<file path="src/sv/vector_angle_atan_approx_assert.svh">
`ifndef VECTOR_ANGLE_ATAN_APPROX_ASSERT_SVH
`define VECTOR_ANGLE_ATAN_APPROX_ASSERT_SVH

// Same-cycle implication, sampled on i_clk, off while i_rst_n is low.
`define VAA_ASSERT_NOW(lbl, ante, cons) \
    lbl: assert property (@(posedge i_clk) disable iff (!i_rst_n) (ante) |-> (cons)) \
        else $error("assertion failed");

// Next-cycle implication, sampled on i_clk, off while i_rst_n is low.
`define VAA_ASSERT_NEXT(lbl, ante, cons) \
    lbl: assert property (@(posedge i_clk) disable iff (!i_rst_n) (ante) |=> (cons)) \
        else $error("assertion failed");

`endif

</file>
<file path="src/sv/vaa_pkg.sv">
package vaa_pkg;

    localparam int unsigned IN_W   = 16;  // d and q fields
    localparam int unsigned DM_W   = 16;  // |d|, up to 32768
    localparam int unsigned QM_W   = 15;  // q, 1..32767
    localparam int unsigned PDQ_W  = 30;  // |d|*q
    localparam int unsigned QQ_W   = 30;  // q*q
    localparam int unsigned DD_W   = 31;  // d*d, up to 2^30
    localparam int unsigned NUM_W  = 60;
    localparam int unsigned DEN_W  = 41;
    localparam int unsigned QUO_W  = 20;  // quotient never reaches 2^20
    localparam int unsigned OUT_W  = 31;
    localparam int unsigned OUT_SH = 10;  // times 1024
    localparam int unsigned QW_SH  = 10;  // q*q weight 1024

    localparam logic [29:0] ATAN_SCALE = 30'd683565275;
    localparam logic [8:0]  D_WEIGHT   = 9'd287;

    typedef struct packed {
        logic valid;
        logic neg;
    } t_tag;

endpackage

</file>
<file path="src/sv/vaa_div_step.sv">
`include "vector_angle_atan_approx_assert.svh"

module vaa_div_step #(
    parameter int unsigned SHIFT = 0
) (
    input  logic                        i_clk,
    input  logic                        i_rst_n,
    input  vaa_pkg::t_tag               i_tag,
    output logic                        o_ready,
    input  logic [vaa_pkg::NUM_W-1:0]   i_rem,
    input  logic [vaa_pkg::DEN_W-1:0]   i_den,
    input  logic [vaa_pkg::QUO_W-1:0]   i_quo,
    output vaa_pkg::t_tag               o_tag,
    input  logic                        i_ready,
    output logic [vaa_pkg::NUM_W-1:0]   o_rem,
    output logic [vaa_pkg::DEN_W-1:0]   o_den,
    output logic [vaa_pkg::QUO_W-1:0]   o_quo
);
    import vaa_pkg::*;

    t_tag              r_tag;
    logic [NUM_W-1:0]  r_rem, n_rem;
    logic [DEN_W-1:0]  r_den;
    logic [QUO_W-1:0]  r_quo, n_quo;
    logic [NUM_W-1:0]  w_dsh;
    logic              w_en, w_fit;

    assign w_en    = !r_tag.valid || i_ready;
    assign o_ready = w_en;

    // one restoring step: quotient bit SHIFT
    assign w_dsh = NUM_W'(i_den) << SHIFT;
    assign w_fit = (i_rem >= w_dsh);

    always_comb begin
        n_rem        = w_fit ? (i_rem - w_dsh) : i_rem;
        n_quo        = i_quo;
        n_quo[SHIFT] = w_fit;
    end

    always_ff @(posedge i_clk) begin
        if (!i_rst_n) begin
            r_tag <= '0;
        end else if (w_en) begin
            r_tag <= i_tag;
        end
    end

    always_ff @(posedge i_clk) begin
        if (w_en) begin
            r_rem <= n_rem;
            r_den <= i_den;
            r_quo <= n_quo;
        end
    end

    assign o_tag = r_tag;
    assign o_rem = r_rem;
    assign o_den = r_den;
    assign o_quo = r_quo;

    // partial remainder stays below the shifted divisor
    `VAA_ASSERT_NOW(a_rem_bound, r_tag.valid, r_rem < (NUM_W'(r_den) << SHIFT))
    // stalled item keeps its place and its remainder
    `VAA_ASSERT_NEXT(a_stall_hold, r_tag.valid && !i_ready, r_tag.valid && $stable(r_rem))
    // an item taken from upstream shows up here next cycle
    `VAA_ASSERT_NEXT(a_take, i_tag.valid && o_ready, r_tag.valid)

endmodule

</file>
<file path="config.mk">
export PLATFORM = sky130hd
export DESIGN_NAME = vaa_div_step
export DESIGN_NICKNAME = d
export VERILOG_FILES = /design/src/sv/vaa_pkg.sv /design/src/sv/vaa_div_step.sv
export VERILOG_INCLUDE_DIRS = /design/src /design/src/sv
export SDC_FILE = /design/constraint.sdc
export NUM_CORES = 1
export LEC_CHECK = 0
export BUFFER_PORTS_ARGS = -buffer_cell sky130_fd_sc_hd__buf_2
export CORE_ASPECT_RATIO = 0.75
export CORE_UTILIZATION = 52
export DETAILED_ROUTE_END_ITERATION = 12
export MAX_ROUTING_LAYER = met4
export PLACE_DENSITY = 0.89
export SYNTH_ARGS = -nofsm -noshare
export SYNTH_HDL_FRONTEND = slang
export SYNTH_SLANG_ARGS = --single-unit
export TNS_END_PERCENT = 30
</file>
<file path="constraint.sdc">
create_clock -name i_clk -period 4.7 [get_ports i_clk]
set_input_delay 0 -clock i_clk [delete_from_list [all_inputs] [get_ports i_clk]]
set_output_delay 0 -clock i_clk [all_outputs]
set_load 0.05 [all_outputs]
</file>
# Word level (Yosys, flattened, before mapping)
# Cells that the tools add are included.
# word_totals
register_bits	123
latch_bits	0
ramBits	0
rom_bits	0
input_bits	126
output_inout_bits	124
elab_cells	10
memories	0
# classes
add_sub_neg	1
multipliers	0
div	0
magnitude_cmp	1
n_eq_ne	0
shifts	0
n_mux	1
bitwise	0
reduce_logical	2
# ops
op	n
>= comparator 60 x 41 -> 1 bit	1
two-way mux 60 bit	1
subtractor 60 x 41 -> 60 bit	1
zero test 1 bit	1
logical OR 1 bit	1

# Depth between registers and ports, before layout
# logic_depth
ltp_word	2
depth_mapped	15
depth_no_buf	12

# Worst setup path before layout
# OpenSTA, ideal clock, no wires.
# synth_timing
kind	register to register
from	reg r_tag, in the netlist o_tag[1]
to	reg r_tag, in the netlist o_tag[1]
setup_time_ns	0.314
arrival_time_ns	4.047
required_ns	4.386
path_slack_ns	0.339
stages_incl_launch_ff	3
path_buffers	0
period_less_slack_ns	4.361
cell_sequence	dfxtp_1 > nand2b_1 > a21boi_0
# synth_between
elab_chain_len	2
# synth_lines
item	line_no	text
start: declaration	vaa_div_step.sv:21	t_tag r_tag;
start signal: assignment	vaa_div_step.sv:45	r_tag <= i_tag;
zero test 1 bit	vaa_div_step.sv:28	assign w_en = !r_tag.valid || i_ready;
logical OR 1 bit	vaa_div_step.sv:28	
via o_ready	vaa_div_step.sv:9	output logic o_ready,
# The timed path passes the listed nets, and every way through them passes these cells.
# A chain may end at the register's enable or synchronous reset.

# Final worst setup path
# layout_timing
from	in i_rem[2] (netlist bit)
to	reg r_rem[50] (netlist: o_rem[50]) (data pin)
# layout_between
elab_chain_len	2
word_cells_on_any_way	3
classes_between	add/sub: 1; order compare: 1; mux: 1
# layout_lines
item	line_no	text
start: declaration	vaa_div_step.sv:10	input logic [vaa_pkg::NUM_W-1:0] i_rem,
subtractor 60 x 41 -> 60 bit or >= comparator 60 x 41 -> 1 bit (tied branches)	vaa_div_step.sv:36, vaa_div_step.sv:33	
two-way mux 60 bit (*)	vaa_div_step.sv:36	n_rem = w_fit ? (i_rem - w_dsh) : i_rem;
via n_rem[50]	vaa_div_step.sv:22	logic [NUM_W-1:0] r_rem, n_rem;
end signal: assignment	vaa_div_step.sv:51	r_rem <= n_rem;
end: declaration	vaa_div_step.sv:22	
# The timed path passes the listed nets; every way through them passes the cells marked *.

==> results.tsv <==
stage	metric	value	unit
logic_synthesis	Syn Nets	906	
setup_path	critical path class	in2reg	
global_route	initial antenna violation count	1	
setup_path	cell mode on critical path	dlygate4sd3_1	
drt	drt total wl	23.8	mm
clock_network	Clk Latency, worst-skew pair	410	ps
placement	count of input and output buffers	248	
setup_path	critical path capture point type	flip-flop	
sta	fin worst setup slack	761	ps
logic_synthesis	#FFs+latches synth	123	
finish	Area Overhead vs Synth	41.8	%
logic_synthesis	sequential fraction of the synthesis area	0.482	
finish	commonest non-fill, non-tap cell in the layout	buf_2	
sta	Slew Viols, Final	0	
clock_network	TritonCTS clock tree	done	
sta	crit share post-route	0.838	
sta	Rel. slew slack	0.380	
clock_network	Post-CTS Setup Repair Bufs	0	
floorplan	Die Wd	142	um
sta	clock skew	6.65	ps
hold_path	HP Class	in2reg	
power_and_ir_drop	maximum vdd drop	296	uV
floorplan	core area	0.0140	mm^2
placement	Setup WS pre-CTS	1290	ps
floorplan	cell row count	37	
logic_synthesis	EDFF count, synth	121	
drt	DR vias/cell	5.65	
power_and_ir_drop	leakage	4.74	nW
sta	Slew @ Worst Pin	919	ps
finish	final core occ	0.770	
clock_network	hold_buf cts	123	
drt	initial drt markers	593	
floorplan	I/O pin cnt	250	
global_route	grt ovf	0	
logic_synthesis	synthesized area	0.00762	mm^2
sta	RSZ-0062 raised after global routing	false	
global_route	largest net degree at the start of global routing	59	
drt	Pre-Repair DR Iteration Count	5	
sta	Fin. Hold Viols	0	
logic_synthesis	ys async rst share	0	
setup_path	CP Buf/Inv Count	3	
clock_network	Clock transition at path regs	60	ps
finish	Post-layout nets	1266	
clock_network	Max H-tree Level	4	
setup_path	CP top delay family	compound AO/OA/AOI/OAI gates	
drt	post-route ant nets	0	
global_route	global-route usage over all layers	0.328	
logic_synthesis	Synth Warn #	0	
logic_synthesis	Post-Syn Area per Cell	10.3	um^2
placement	GPL Wtd Cong	0.920	
sta	post-route minimum period	3940	ps
sta	fmax	254	MHz
global_route	vias in the first global route	7436	
finish	commonest cells after routing, fill and taps aside	248 x buf_2, 123 x dlygate4sd3_1, 121 x edfxtp_1, 69 x a21oi_1, 60 x nor2_1	
placement	HPWL after detailed placement	15.2	mm
clock_network	total CTS buffers	17	
setup_path	Critical Path RT	4860	ps
floorplan	starting density of the core	0.543	
setup_path	CP Max Fanout	5	
logic_synthesis	Netlist cell types	72	
clock_network	clock root buffer	clkbuf_16	
drt	routed len/inst	18.2	um
drt	DRC	0	
clock_network	TritonCTS Sinks	123	
setup_path	Critical Path Start Type	input pin	
setup_path	CP arrival	4100	ps
setup_path	worst stage delay on the critical path	570	ps
setup_path	slowest stage cell, crit path	o31ai_2	
global_route	first-pass GRT wire length	37.0	mm
power_and_ir_drop	cell area power density	376	mW/mm^2
sta	Final setup viols	0	
clock_network	# resized after CTS	0	
drt	Vias	7386	
logic_synthesis	Post-Syn Instances	738	
flow_run	max_cap viols	0	
floorplan	DIE HEIGHT	107	um
clock_network	CTS Buffer Depth	2	
floorplan	Die Area	0.0151	mm^2
status	outcome	complete, no violations	
logic_synthesis	Main synth FF type	edfxtp_1	
setup_path	CP Cell Sequence	dlygate4sd3_1, buf_2, ha_1, nor2b_1, o31a_1, o31ai_2, a2111oi_4, nand3b_1, o21bai_1, nor4b_1, xor2_1, dlygate4sd3_1	
sta	setup TNS	0	ps
finish	share of layout cells above drive strength 1	0.284	
-- power by group --
part | leakage (nW) | switching, W | internal (W)
Clock | 0.309 | 0.000525 | 0.000898
Combinational | 3.16 | 0.000861 | 0.000377
Sequential | 1.27 | 0.0000345 | 0.00136
Total | 4.74 | 0.00142 | 0.00264
-- flip-flops by register name (all words and copies together), names as in the netlist --
name   cells
o_rem     60
o_tag      2
o_quo     20
o_den     41
-- cells by family (layout without fill, tap and decap cells) --
group           Yosys count  count (layout)  share of synthesized area
compound gates          189             189                      0.160
xor+xnor                 52              52                     0.0598
fa+ha+maj                42              42                     0.0700
buf+inv                  91             464                     0.0550
flops                   123             123                      0.482
mux                       4               4                    0.00673
other cells               0               1                          0
simple gates            237             237                      0.167
-- layer usage --
layer,wire (um),global-route usage,part of all wire,vias to the layer above
met5,0,-,0,-
met2,11600,0.556,0.49,406
li1,-,-,-,3426
met4,860,0.138,0.036,0
met3,1830,0.0715,0.077,82
met1,9520,0.379,0.40,3472
-- synth_stat cells (all sizes together) (4+ instances only) --
cell type	n	area (um^2)
nor2b	9	56.3
nand4	18	113
nand3	22	110
or2	4	27.5
a21boi	6	45.0
a31oi	6	37.5
a211oi	4	30.0
a31o	5	43.8
o21a	5	37.5
nand2b	9	56.3
and2	6	37.5
xor2	28	245
nor2	60	225
or3	9	56.3
a21o	13	97.6
o31ai	7	62.6
buf	22	160
edfxtp	121	3630
nor4	11	124
nand2	56	210
clkbuf	12	45.0
xnor2	24	210
a21oi	70	354
nor4b	4	56.3
ha	41	513
o21ai	39	195
o211ai	6	45.0
inv	57	214
o21bai	9	67.6
nor3	14	70.1
-- worst register-to-register path: cells and delay by family (launching register included) --
kind / cells / cell delay, ps
simple gates: 1 / 180
buf+inv: 1 / 610
flops: 1 / 330
-- per-stage QoR --
stage / power, W / std cells / instance area [um^2] / hold slack (ps)
6_report: 0.00406 / 1307 / 10800 / 7.80
5_1_grt: 0.00419 / 1307 / 10800 / 0.953
4_1_cts: 0.00403 / 1306 / 10800 / 6.61
3_5_place_dp: 0.00254 / 1151 / 8940 / 179
3_3_place_gp: 0.00252 / 1151 / 8940 / 176
2_1_floorplan: 0.00226 / 738 / 7620 / 98.9
-- area by class of cell --
type | instances | area, um^2
Antenna cell | 1 | 2.50
Clock buffer | 17 | 425
Clock inverter | 15 | 211
Fill cell | 913 | 3220
Inverter | 57 | 214
Multi-Input combinational cell | 524 | 3530
Sequential cell | 123 | 3670
Tap cell | 195 | 244
Timing Repair Buffer | 375 | 2500
-- worst paths after layout --
check	start	to	slack, ps	cells past startpoint
setup / recovery	i_rem[2]	o_rem[50]$_DFFE_PP_	760	12
setup reg to reg	o_tag[1]$_SDFFE_PN0P_	o_rem[20]$_DFFE_PP_	3150	2
hold reg to reg	o_tag[1]$_SDFFE_PN0P_	o_rem[42]$_DFFE_PP_	660	1
hold / removal	i_rem[31]	o_rem[31]$_DFFE_PP_	8	3
No activity file was read; power rests on OpenSTA's default activity.
