File: src/sv/vector_angle_atan_approx_assert.svh
`ifndef VECTOR_ANGLE_ATAN_APPROX_ASSERT_SVH
`define VECTOR_ANGLE_ATAN_APPROX_ASSERT_SVH

// Same-cycle implication, sampled on i_clk, off while i_rst_n is low.
`define VAA_ASSERT_NOW(lbl, ante, cons) \
    lbl: assert property (@(posedge i_clk) disable iff (!i_rst_n) (ante) |-> (cons)) \
        else $error("assertion failed");

// Next-cycle implication, sampled on i_clk, off while i_rst_n is low.
`define VAA_ASSERT_NEXT(lbl, ante, cons) \
    lbl: assert property (@(posedge i_clk) disable iff (!i_rst_n) (ante) |=> (cons)) \
        else $error("assertion failed");

`endif

File: src/sv/vaa_pkg.sv
package vaa_pkg;

    localparam int unsigned IN_W   = 16;  // d and q fields
    localparam int unsigned DM_W   = 16;  // |d|, up to 32768
    localparam int unsigned QM_W   = 15;  // q, 1..32767
    localparam int unsigned PDQ_W  = 30;  // |d|*q
    localparam int unsigned QQ_W   = 30;  // q*q
    localparam int unsigned DD_W   = 31;  // d*d, up to 2^30
    localparam int unsigned NUM_W  = 60;
    localparam int unsigned DEN_W  = 41;
    localparam int unsigned QUO_W  = 20;  // quotient never reaches 2^20
    localparam int unsigned OUT_W  = 31;
    localparam int unsigned OUT_SH = 10;  // times 1024
    localparam int unsigned QW_SH  = 10;  // q*q weight 1024

    localparam logic [29:0] ATAN_SCALE = 30'd683565275;
    localparam logic [8:0]  D_WEIGHT   = 9'd287;

    typedef struct packed {
        logic valid;
        logic neg;
    } t_tag;

endpackage

File: src/sv/vaa_front.sv
module vaa_front (
    input  logic                        i_clk,
    input  logic                        i_rst_n,
    input  logic                        i_valid,
    output logic                        o_ready,
    input  logic [vaa_pkg::IN_W-1:0]    i_d,
    input  logic [vaa_pkg::IN_W-1:0]    i_q,
    output vaa_pkg::t_tag               o_tag,
    input  logic                        i_ready,
    output logic [vaa_pkg::NUM_W-1:0]   o_num,
    output logic [vaa_pkg::DEN_W-1:0]   o_den
);
    import vaa_pkg::*;

    // stage A: magnitudes
    t_tag              r_a_tag, n_a_tag;
    logic [DM_W-1:0]   r_dm, n_dm;
    logic [QM_W-1:0]   r_qm, n_qm;
    // stage B: products
    t_tag              r_b_tag;
    logic [PDQ_W-1:0]  r_pdq, n_pdq;
    logic [QQ_W-1:0]   r_qq, n_qq;
    logic [DD_W-1:0]   r_dd, n_dd;
    // stage C: numerator and denominator
    t_tag              r_c_tag;
    logic [NUM_W-1:0]  r_num, n_num;
    logic [DEN_W-1:0]  r_den, n_den;

    logic              w_en_a, w_en_b, w_en_c, w_zero;
    logic [31:0]       w_pdq, w_qq, w_dd;

    assign w_en_c  = !r_c_tag.valid || i_ready;
    assign w_en_b  = !r_b_tag.valid || w_en_c;
    assign w_en_a  = !r_a_tag.valid || w_en_b;
    assign o_ready = w_en_a;

    // q <= 0: feed |d| = 0, q = 1 so the quotient comes out zero
    assign w_zero = i_q[IN_W-1] || (i_q == '0);

    always_comb begin
        n_a_tag.valid = i_valid;
        n_a_tag.neg   = i_d[IN_W-1] && !w_zero;
        n_dm = w_zero ? '0 : (i_d[IN_W-1] ? DM_W'(-i_d) : i_d);
        n_qm = w_zero ? QM_W'(1) : i_q[QM_W-1:0];
    end

    assign w_pdq = 32'(r_dm) * 32'(r_qm);
    assign w_qq  = 32'(r_qm) * 32'(r_qm);
    assign w_dd  = 32'(r_dm) * 32'(r_dm);

    always_comb begin
        n_pdq = w_pdq[PDQ_W-1:0];
        n_qq  = w_qq[QQ_W-1:0];
        n_dd  = w_dd[DD_W-1:0];
        n_num = NUM_W'(r_pdq) * NUM_W'(ATAN_SCALE);
        n_den = (DEN_W'(r_qq) << QW_SH) + DEN_W'(r_dd) * DEN_W'(D_WEIGHT);
    end

    always_ff @(posedge i_clk) begin
        if (!i_rst_n) begin
            r_a_tag <= '0;
            r_b_tag <= '0;
            r_c_tag <= '0;
        end else begin
            if (w_en_a) r_a_tag <= n_a_tag;
            if (w_en_b) r_b_tag <= r_a_tag;
            if (w_en_c) r_c_tag <= r_b_tag;
        end
    end

    always_ff @(posedge i_clk) begin
        if (w_en_a) begin
            r_dm <= n_dm;
            r_qm <= n_qm;
        end
        if (w_en_b) begin
            r_pdq <= n_pdq;
            r_qq  <= n_qq;
            r_dd  <= n_dd;
        end
        if (w_en_c) begin
            r_num <= n_num;
            r_den <= n_den;
        end
    end

    assign o_tag = r_c_tag;
    assign o_num = r_num;
    assign o_den = r_den;

endmodule

File: config.mk
export PLATFORM = sky130hd
export DESIGN_NAME = vaa_front
export DESIGN_NICKNAME = d
export VERILOG_FILES = /design/src/sv/vector_angle_atan_approx_assert.svh /design/src/sv/vaa_pkg.sv /design/src/sv/vaa_front.sv
export SDC_FILE = /design/constraint.sdc
export NUM_CORES = 2
export LEC_CHECK = 0
export BUFFER_PORTS_ARGS = -buffer_cell sky130_fd_sc_hd__buf_2
export CORE_UTILIZATION = 52
export CTS_BUF_LIST = sky130_fd_sc_hd__clkbuf_16
export CTS_CLUSTER_DIAMETER = 120
export DETAILED_ROUTE_END_ITERATION = 7
export MAX_ROUTING_LAYER = met4
export PLACE_DENSITY = 0.68
export SYNTH_ARGS = -nofsm -noshare
export SYNTH_HDL_FRONTEND = slang
export SYNTH_SLANG_ARGS = --single-unit
File: constraint.sdc
create_clock -name i_clk -period 10.2 [get_ports i_clk]
set_clock_uncertainty 0.15 [all_clocks]
set_input_delay 1.53 -clock i_clk [delete_from_list [all_inputs] [get_ports i_clk]]
set_output_delay 1.53 -clock i_clk [all_outputs]
set_load 0.005 [all_outputs]
## After elaboration in Yosys (flattened, before gate mapping)

Cells that the tools add are included.

| operators by class | value |
|---|---|
| $add $sub $neg | 2 |
| $mul | 5 |
| divide/modulo/power cells | 0 |
| order comparisons | 0 |
| equal/unequal tests | 0 |
| shift-type cells | 0 |
| muxes and demuxes | 1 |
| bitwise logic cells | 1 |
| reductions and logical operators | 11 |

Operator list:

| cell | count |
|---|---|
| 30-bit by 30-bit multiplier with 60-bit output, second input constant | 1 |
| 40-bit by 40-bit adder with 41-bit output | 1 |
| 31-bit by 9-bit multiplier with 40-bit output, second input constant | 1 |
| 16-bit by 16-bit multiplier with 31-bit output | 1 |
| 15-bit by 15-bit multiplier with 30-bit output | 1 |
| 16-bit by 15-bit multiplier with 30-bit output | 1 |
| 16-bit zero test | 1 |
| 16-bit negator | 1 |
| 15-bit two-way mux | 1 |
| 1-bit zero test | 4 |
| 1-bit logical OR | 4 |
| 2-bit OR reduction | 1 |
| 1-bit logical AND | 1 |
| 1-bit NOT | 1 |

| storage, ports and cells | value |
|---|---|
| register bits | 229 |
| bits in latches | 0 |
| bits in writable memories | 0 |
| bits in read-only memories | 0 |
| bits of input ports | 36 |
| output and inout port bits | 104 |
| logic and storage cells | 34 |
| memories | 0 |

## Depth between registers and ports, before layout

| depth | value |
|---|---|
| depth after elaboration | 4 |
| gate-level depth with buffers | 28 |
| gate-level depth less buffers | 27 |

## Least setup slack after synthesis

No wires, ideal clock.

| path | value |
|---|---|
| path kind | reg-to-reg |
| start | register r_pdq[9] |
| end | register r_num[42] (netlist: o_num[42]), data pin |
| library setup time | 265 ps |
| data arrival time | 6,548 ps |
| required time | 9,785 ps |
| slack | 3,238 ps |
| stages on the path, launching flop included | 24 |
| path buffers | 1 |
| clock period less this slack | 6,962 ps |
| cells stage by stage | edfxtp_1 -> inv_1 -> fa_1 -> fa_1 -> fa_1 -> inv_1 -> fa_1 -> fa_1 -> fa_1 -> fa_1 -> inv_1 -> fa_1 -> inv_1 -> ha_1 -> clkbuf_1 -> nand4_1 -> nor2_1 -> nand3_1 -> nor4_1 -> or2_1 -> nor2_1 -> o41ai_1 -> a21boi_1 -> xnor2_1 |

| between the ends | value |
|---|---|
| longest elaborated chain between the ends | 1 |

Ends and longest elaborated chain:

| what | line | RTL |
|---|---|---|
| from (decl) | vaa_front.sv:21 | `logic [PDQ_W-1:0] r_pdq, n_pdq;` |
| from (signal assigned) | vaa_front.sv:77 | `r_pdq <= n_pdq;` |
| 30-bit by 30-bit multiplier with 60-bit output | vaa_front.sv:55 | `n_num = NUM_W'(r_pdq) * NUM_W'(ATAN_SCALE);` |
| via n_num[42] | vaa_front.sv:26 | `logic [NUM_W-1:0] r_num, n_num;` |
| to (signal assigned) | vaa_front.sv:82 | `r_num <= n_num;` |
| to (decl) | vaa_front.sv:26 |  |

The timed path passes the listed nets, and every way through them passes these cells.
A chain may end at the register's enable or synchronous reset.

## Worst setup path after layout

Same ends and word-level chain as after synthesis.

==> metrics.md <==
| Metric | Value |
|---|---|
| Vias in the first global route | 34700 |
| Status | finished, final reports clean |
| Period utilization | 77.1% |
| Detailed Routing Iterations Pass 1 | 5 |
| M1 WL | 48600 um |
| Sequential area share after synthesis | 13.6% |
| Post-synth top area share | 39.5% |
| Worst slew pin tran | 1150 ps |
| Ys async rst share | 0% |
| Slew margin rel. | 23.4% |
| Tmin final | 7870 ps |
| Crit path arrival time | 8050 ps |
| Crit start category | flip-flop |
| Initial Util | 52.8% |
| Worst Setup End Kind | flip-flop |
| ANT nets after route | 0 |
| Largest net degree at the start of global routing | 61 |
| Clock root cell | clkbuf_16 |
| Num CTS Buffers | 36 |
| Clk pin slew, worst setup/hold paths | 60 ps |
| Fill count | 8276 |
| Fmax | 127 MHz |
| Clk_lat worst skew | 600 ps |
| Routed wire length | 106000 um |
| Layout area overhead | 6.44% |
| Top cells by instance count after synthesis | inv_1, fa_1, ha_1 |
| RSZ-0062 raised after global routing | false |
| Clock buffer depth | 3 |
| Worst hold path stage count | 2 |
| Core ar. | 0.0939 sq mm |
| Dpl ws | 2400 ps |
| EDFF count, synth | 220 |
| Synth Warn # | 0 |
| Row count | 112 |
| Layout net count | 6636 |
| Top cells by area, synth | fa_1, ha_1, edfxtp_1 |
| Max Slew Vio Count | 0 |
| Cell with the most instances after synthesis | inv_1 |
| Die area | 0.0966 sq mm |
| Max layer used | met4 |
| Post-cts sizing count | 0 |
| GRT Total Usage | 23.9% |
| Detail Route met3 WL | 6640 um |
| First-pass GRT wire length | 178000 um |
| Placed Instances | 6086 |
| Share of post-route cells with drive strength above 1 | 5.27% |
| DR iter-0 viols | 1885 |
| Cts hold-fix bufs | 0 |
| Cell count after synthesis | 4780 |
| Inserted Diodes | 0 |
| Fin cells | 6148 |
| Syn avg cell area | 10.4 sq um |
| Final-report setup violation count | 0 |
| H-tree depth | 2 |
| Initial antenna violation count | 0 |
| Final WS setup | 2330 ps |
| Setup Fix Bufs, Post-CTS | 0 |
| Yosys reg bits | 226 |
| Via count | 32600 |
| Setup Total Neg Slack | 0 ps |
| Max-cap violations | 0 |
| WS Path Type | reg2reg |
| Final hold vios | 0 |
| Remaining DRCs | 0 |
| Gpl congestion | 0.917 |
| Number of distinct library cells after synthesis | 85 |
| Port Buf Inserts | 139 |
| GR Overflow Total | 0 |
| Reg2Reg Depth | 22 |
| Worst Path Max Fanout | 7 |
| Synth Flop Type | edfxtp_1 |
| Die Wd | 311 um |
| Wirelength per Cell | 17.2 um |
| TritonCTS clock tree | yes |
| Hold Slack | 305 ps |
| Hold Crit Class | reg2reg |
| DP Wirelength | 88500 um |
| Critical Path RT | 10380 ps |
| Yosys top cell by area | fa_1 |
| Vias per inst | 5.31 |
| Num ports | 140 |
| CTS sink count | 226 |
| Mapped cell area | 0.0496 sq mm |
| Chip height | 311 um |
| Met2 WL | 48500 um |
-- sequential cells by signal (all words and copies together), names as in the netlist --
signal,count
r_b_tag,2
r_pdq,30
r_qq,29
r_dd,30
o_tag,2
o_num,60
o_den,40
r_qm,15
r_a_tag,2
r_dm,16
-- layout by cell type, fill, tap and decap left out, drive strengths merged, types with 19 or more instances in the layout --
cell,n
nor2b,32
a21o,82
xor2,71
inv,1123
ha,750
and2,188
buf,173
clkbuf,37
nand4,24
nand3,41
fa,980
a21oi,154
nand2,330
xnor2,122
o21a,19
edfxtp,220
o21ai,84
o21bai,32
nor3,24
nor2,183
-- worst paths after layout --
| path | start | endpoint | slack, ps |
|---|---|---|---|
| worst max register to register | r_pdq[9] | o_num[42] | 2330 |
| worst min-delay path | r_a_tag[0] | r_b_tag[0] | 310 |
| worst min register to register | r_a_tag[0] | r_b_tag[0] | 310 |
| worst max-delay path | r_pdq[9] | o_num[42] | 2330 |
-- worst max-delay path: stages, from the launching register on --
cell,delay (ps)
edfxtp_1,540
inv_1,170
fa_1,590
fa_1,460
fa_1,520
inv_1,60
fa_1,550
fa_1,450
fa_1,460
fa_1,490
inv_1,50
fa_1,490
inv_1,40
ha_1,420
nand4_1,180
nor2_1,210
nand3_1,100
nor4_1,660
or2_1,220
nor2_1,60
o41ai_1,470
a21boi_1,150
xnor2_1,140
-- cell families (layout without fill, tap and decap cells) --
| group | Yosys count | count (layout) | share of synthesized area (%) |
|---|---|---|---|
| simple gates | 896 | 896 | 8.62 |
| flops | 226 | 226 | 13.6 |
| mux | 5 | 5 | 0.106 |
| xor+xnor | 193 | 193 | 3.41 |
| buf+inv | 1243 | 1355 | 9.42 |
| compound gates | 486 | 486 | 6.42 |
| other cells | 1 | 3 | 0.00756 |
| fa+ha+maj | 1730 | 1730 | 58.5 |
-- area by class of cell --
class	instances	area [sq um]	area share [%]
Inverter	1120	4210	7.97
Timing Repair Buffer	173	951	1.80
Multi-Input combinational cell	3313	38200	72.4
Tap cell	1254	1570	2.97
Sequential cell	226	6730	12.7
Clock inverter	25	190	0.360
Clock buffer	37	926	1.75
-- metrics by stage --
step | utilization, % | area [sq um]
after detailed placement | 55.1 | 51700
after global placement | 55.1 | 51700
after CTS | 56.2 | 52800
after floorplan | - | 49600
after global routing | 56.2 | 52800
final | 56.2 | 52800
-- routing by layer --
| metal | vias up | track usage [%] |
|---|---|---|
| met5 | - | - |
| met4 | 0 | 5.24 |
| met3 | 122 | 3.91 |
| met2 | 771 | 36.5 |
| met1 | 16500 | 33.7 |
| li1 | 15200 | - |
Power is not shown: default switching activity piles up to over one toggle a cycle in this logic, so the estimate is an artifact.
